===== src/rtl/spfe_ram.sv =====
// Generic single-port-write, registered-read RAM.
`timescale 1ns / 1ps
module spfe_ram #(
  parameter int Width = 8,
  parameter int Depth = 16
) (
  input  logic                     clk_i,
  input  logic                     we_i,
  input  logic [$clog2(Depth)-1:0] waddr_i,
  input  logic [Width-1:0]         wdata_i,
  input  logic [$clog2(Depth)-1:0] raddr_i,
  output logic [Width-1:0]         rdata_o
);

  logic [Width-1:0] mem_q [Depth];

  always_ff @(posedge clk_i) begin
    if (we_i) begin
      mem_q[waddr_i] <= wdata_i;
    end
    rdata_o <= mem_q[raddr_i];
  end

endmodule


===== config.mk =====
export PLATFORM = sky130hd
export DESIGN_NAME = spfe_ram
export DESIGN_NICKNAME = d
export VERILOG_FILES = /design/src/rtl/spfe_ram.sv
export SDC_FILE = /design/constraint.sdc
export NUM_CORES = 1
export LEC_CHECK = 0
export BUFFER_PORTS_ARGS = -buffer_cell sky130_fd_sc_hd__buf_2
export CAP_MARGIN = 20
export CORE_ASPECT_RATIO = 0.8
export CORE_MARGIN = 4
export CORE_UTILIZATION = 57
export CTS_BUF_LIST = sky130_fd_sc_hd__clkbuf_4 sky130_fd_sc_hd__clkbuf_8
export DETAILED_ROUTE_END_ITERATION = 16
export PLACE_DENSITY_LB_ADDON = 0.05
export RECOVER_POWER = 50
export SLEW_MARGIN = 20
export SYNTH_ARGS = -nofsm -noshare
export SYNTH_HDL_FRONTEND = slang
export SYNTH_SLANG_ARGS = --single-unit

===== constraint.sdc =====
create_clock -name clk_i -period 1.6 [get_ports clk_i]
set_clock_uncertainty 0.2 [all_clocks]
set_input_delay 0.08 -clock clk_i [delete_from_list [all_inputs] [get_ports clk_i]]
set_output_delay 0.08 -clock clk_i [all_outputs]
set_load 0.01 [all_outputs]

# ---- Word-level counts from Yosys, hierarchy flattened
# Memory sizes are Yosys's and may differ from the RTL's. A register that Yosys moved wholly into a read port is not among the register bits.
# Cells that the tools add are included.
dict set report word_totals {
  mem_count 1
  inputBits 18
  rom_bits 0
  word_cells 3
  ff_bits 0
  out_inout_bits 8
  latch_bits 0
  mem_bits_rw 128
}
# name words word_bits rd rd_ports_with_merged_regs write_ports line
set memory_table {}
lappend memory_table {mem_q 16 8 1 1 1 15} ;# logic [Width-1:0] mem_q [Depth];
dict set report classes {
  bitwise_logic 0
  n_reduce_logical 0
  multipliers 0
  n_mux 2
  order_cmp 0
  add_sub_neg 0
  shift 0
  eq_ne 0
  div 0
}
# op n
set ops {}
lappend ops {{two-way mux 1 bit} 2}

# ---- Depth between registers and ports, before layout
dict set report depth {
  depth_word 2
  ltp_mapped 5
  ltp_nobuf 3
}

# ---- Worst setup path before layout
# OpenSTA, ideal clock, no wires.
dict set report synth_path {
  path_kind {input -> register}
  from {in waddr_i[2]}
  to {mem mem_q[0][0] (enable)}
  path_stages 2
  t_arrival_ns 1.190
  t_required_ns 1.017
  path_slack_ns -0.173
  path_buffers 0
  setup_ns 0.383
  cell_sequence {or3b_2 > nor3_1}
}
# item line
set synth_rtl {}
lappend synth_rtl {{from (decl)} 9} ;# input logic [$clog2(Depth)-1:0] waddr_i,
lappend synth_rtl {{to (decl)} 15}
# No word-level cell before the write port.

==> impl_metrics.yaml <==
timing:
  finalSetupViolCount: 0
  fin_ws_ps: 57.0
  setup-tns-final_ps: 0
  hold_viol: 0
  rsz0062_at_grt: "false"
  slew-limit-headroom_pct: 47.6
  fin_crit_ps: 1540
  slew_viol_final: 0
  min_period_over_period_pct: 96.4
  worst_pin_slew_ps: 786
  fmax_ghz: 0.648
clocking:
  htree_levels: 4
  cts_buffers: 17
  cts-root-buf: "clkbuf_8"
  clkLatencyLatePin_ps: 430
  postCtsSetupRepairBufs: 0
  cts.sinks: 136
  cts_tree: "done"
  cts.clk_slew.worst_paths_ps: 70
  cts.path.max_buffers: 2
logic_synthesis:
  syn_area_sq_um: 5150
  synth-xor-area-share_pct: 0
  syn_inst: 229
  yosysWarnings: 0
  synth-seq-area-share_pct: 77.8
  ys.flop_type: "edfxtp_1"
  synth_cell_types: 19
  synth_fa_ha_area_share_pct: 0
  yosysMostFrequentCell: "edfxtp_1"
  syn-mean-instance-area_sq_um: 22.5
  async_reset_ff_share_pct: 0
  synth_nets: 247
  yosys-top-cells-count: "128 x edfxtp_1, 18 x mux4_2, 16 x a22oi_1"
  synth-seq-cells: 136
  synth_top_family_by_area: "multiplexers"
  synth.top_cell.area_share_pct: 74.7
  muxShareOfSynthArea_pct: 15.0
  synth_compound_area_share_pct: 2.33
  synth_top_cell_by_area: "edfxtp_1"
  synth_edf_count: 128
  synth_area_leaders: "edfxtp_1 75%, mux4_2 7.9%, mux4_1 7.1%, dfxtp_1 3.1%, a22oi_1 2.3%"
  synth_simple_gate_area_share_pct: 3.18
floorplan:
  placementRows: 30
  ios: 26
  die-area_sq_um: 10600
  die_height_um: 93.0
  initial_core_util_pct: 59.6
  die_w_um: 114
  core_area_sq_um: 8630
placement:
  routabilityCongestion: 0.748
  dpl_worst_slack_ps: -168
  dp_hpwl_um: 6280
  placedInstanceArea_sq_um: 5560
  port_buffers: 25
power_and_ir_drop:
  p_int_mw: 5.66
  p_comb_share_pct: 5.6
  peakVddDrop_uv: 1450
  p_per_area_nw_per_um2: 1180
  leakagePower_nw: 2.04
  switching_share_pct: 20.5
  clkPwrFrac_pct: 38.1
  power.share.sequential_pct: 56.3
  switchingPower_mw: 1.46
global_routing:
  antenna_found_initial: 0
  gr-total-overflow: 0
  grt_pass1_wl_um: 15300
  grt_pass1_vias: 2513
  grt_max_degree: 25
  track_usage_pct: 20.7
worst_setup_path:
  required_ps: 1720
  crit_type: "reg2reg"
  critPathMaxFanout: 1
  endpoint_kind: "flip-flop"
  cp.arrival_ps: 1660
  crit_start: "mem_q[15][6]"
  start_kind: "flip-flop"
  worstReg2RegStart: "mem_q[15][6]"
routing:
  drtAntennaViolNets: 0
  dr.pass1.iters: 4
  num_vias: 2469
  viasPerCell: 5.84
  wl_um: 9840
  drc: 0
  drt_iter0_drc: 213
  post_drt_wl_per_cell_um: 23.3
worst_hold_path:
  hp-start: "raddr_i[2]"
  hp-class: "in2reg"
run_status:
  status: "completed"
finish:
  nFillCells: 561
  area.growth.synth_to_final_pct: 17.2
  fin_nets: 316
  fin_area_sq_um: 6030
  drive_gt1_share_pct: 27.7
  diodes: 0
flow_run:
  drv_cap: 0
## critical path: stages (launching register included)
cell,delay (ps)
edfxtp_1,400
mux4_2,490
a22oi_1,160
buf_4,140
nand2_1,40
## path summary, 6_finish.rpt
| check | cells after the start | slack [ps] | endpoint |
|---|---|---|---|
| max | 4 | 60 | rdata_o[6] |
| min | 4 | 40 | rdata_o[4] |
| max reg2reg | 4 | 60 | rdata_o[6] |
| min reg2reg | 3 | 480 | rdata_o[2] |
## timing repair
action,CTS,global route
hold buffers,10,0
setup endpoints to repair,0,2
endpoints found under the hold margin,141,0
resized for setup,0,2
## layout make-up
cell class	instances	area [sq um]	area share, %
Timing Repair Buffer	60	429	7.11
Multi-Input combinational cell	83	1070	17.8
Tap cell	112	140	2.32
Clock inverter	10	103	1.70
Clock buffer	22	284	4.71
Sequential cell	136	4000	66.4
## flip-flops by register name, summed over array words and instances (netlist names)
signal   cells
mem_q      128
rdata_o      8
## power by group through the flow
stage,Clock (mW),Combinational [mW],Sequential (mW)
after floorplan,0,0.202,4.09
after global placement,0,0.391,4.08
after detailed placement,0,0.395,4.08
after CTS,2.75,0.415,4.01
after global routing,2.93,0.438,4.01
final,2.71,0.401,4.01
## cells by family (layout without fill, tap and decap cells)
| family | Yosys count | in the layout |
|---|---|---|
| compound gates | 16 | 16 |
| mux | 32 | 32 |
| buf+inv | 10 | 92 |
| simple gates | 35 | 35 |
| flops | 136 | 136 |
## metal layers
layer / vias to the layer above / global-route usage, % / wire, um
met5: - / 0 / 0
met4: 0 / 7.42 / 131
met3: 12 / 5.24 / 770
met2: 102 / 29.9 / 4600
met1: 1246 / 31.1 / 4330
li1: 1109 / - / -
## layout by cell type (no fill, tap or decap), types with 2 or more instances in the layout
master	n
edfxtp_1	128
a22oi_2	2
clkbuf_4	3
a22oi_1	14
nand2_1	9
buf_4	21
dfxtp_1	8
mux4_2	18
clkbuf_1	15
dlygate4sd3_1	10
buf_2	10
bufinv_16	2
clkinv_1	3
clkinv_2	3
nand3b_1	2
nor3_1	3
mux4_1	14
nand2b_1	2
nor2_1	13
buf_12	3
clkbuf_8	19
## metrics by stage
| step | utilization [%] | hold slack [ps] | total power, mW | instances |
|---|---|---|---|---|
| floorplan | - | -21.1 | 4.29 | 229 |
| global placement | 64.4 | 270 | 4.47 | 381 |
| detailed placement | 64.4 | 273 | 4.48 | 381 |
| CTS | 70.0 | 14.7 | 7.17 | 423 |
| global route | 69.9 | 62.8 | 7.38 | 423 |
| finish | 69.9 | 37.7 | 7.12 | 423 |
(Power assumes the default switching activity.)
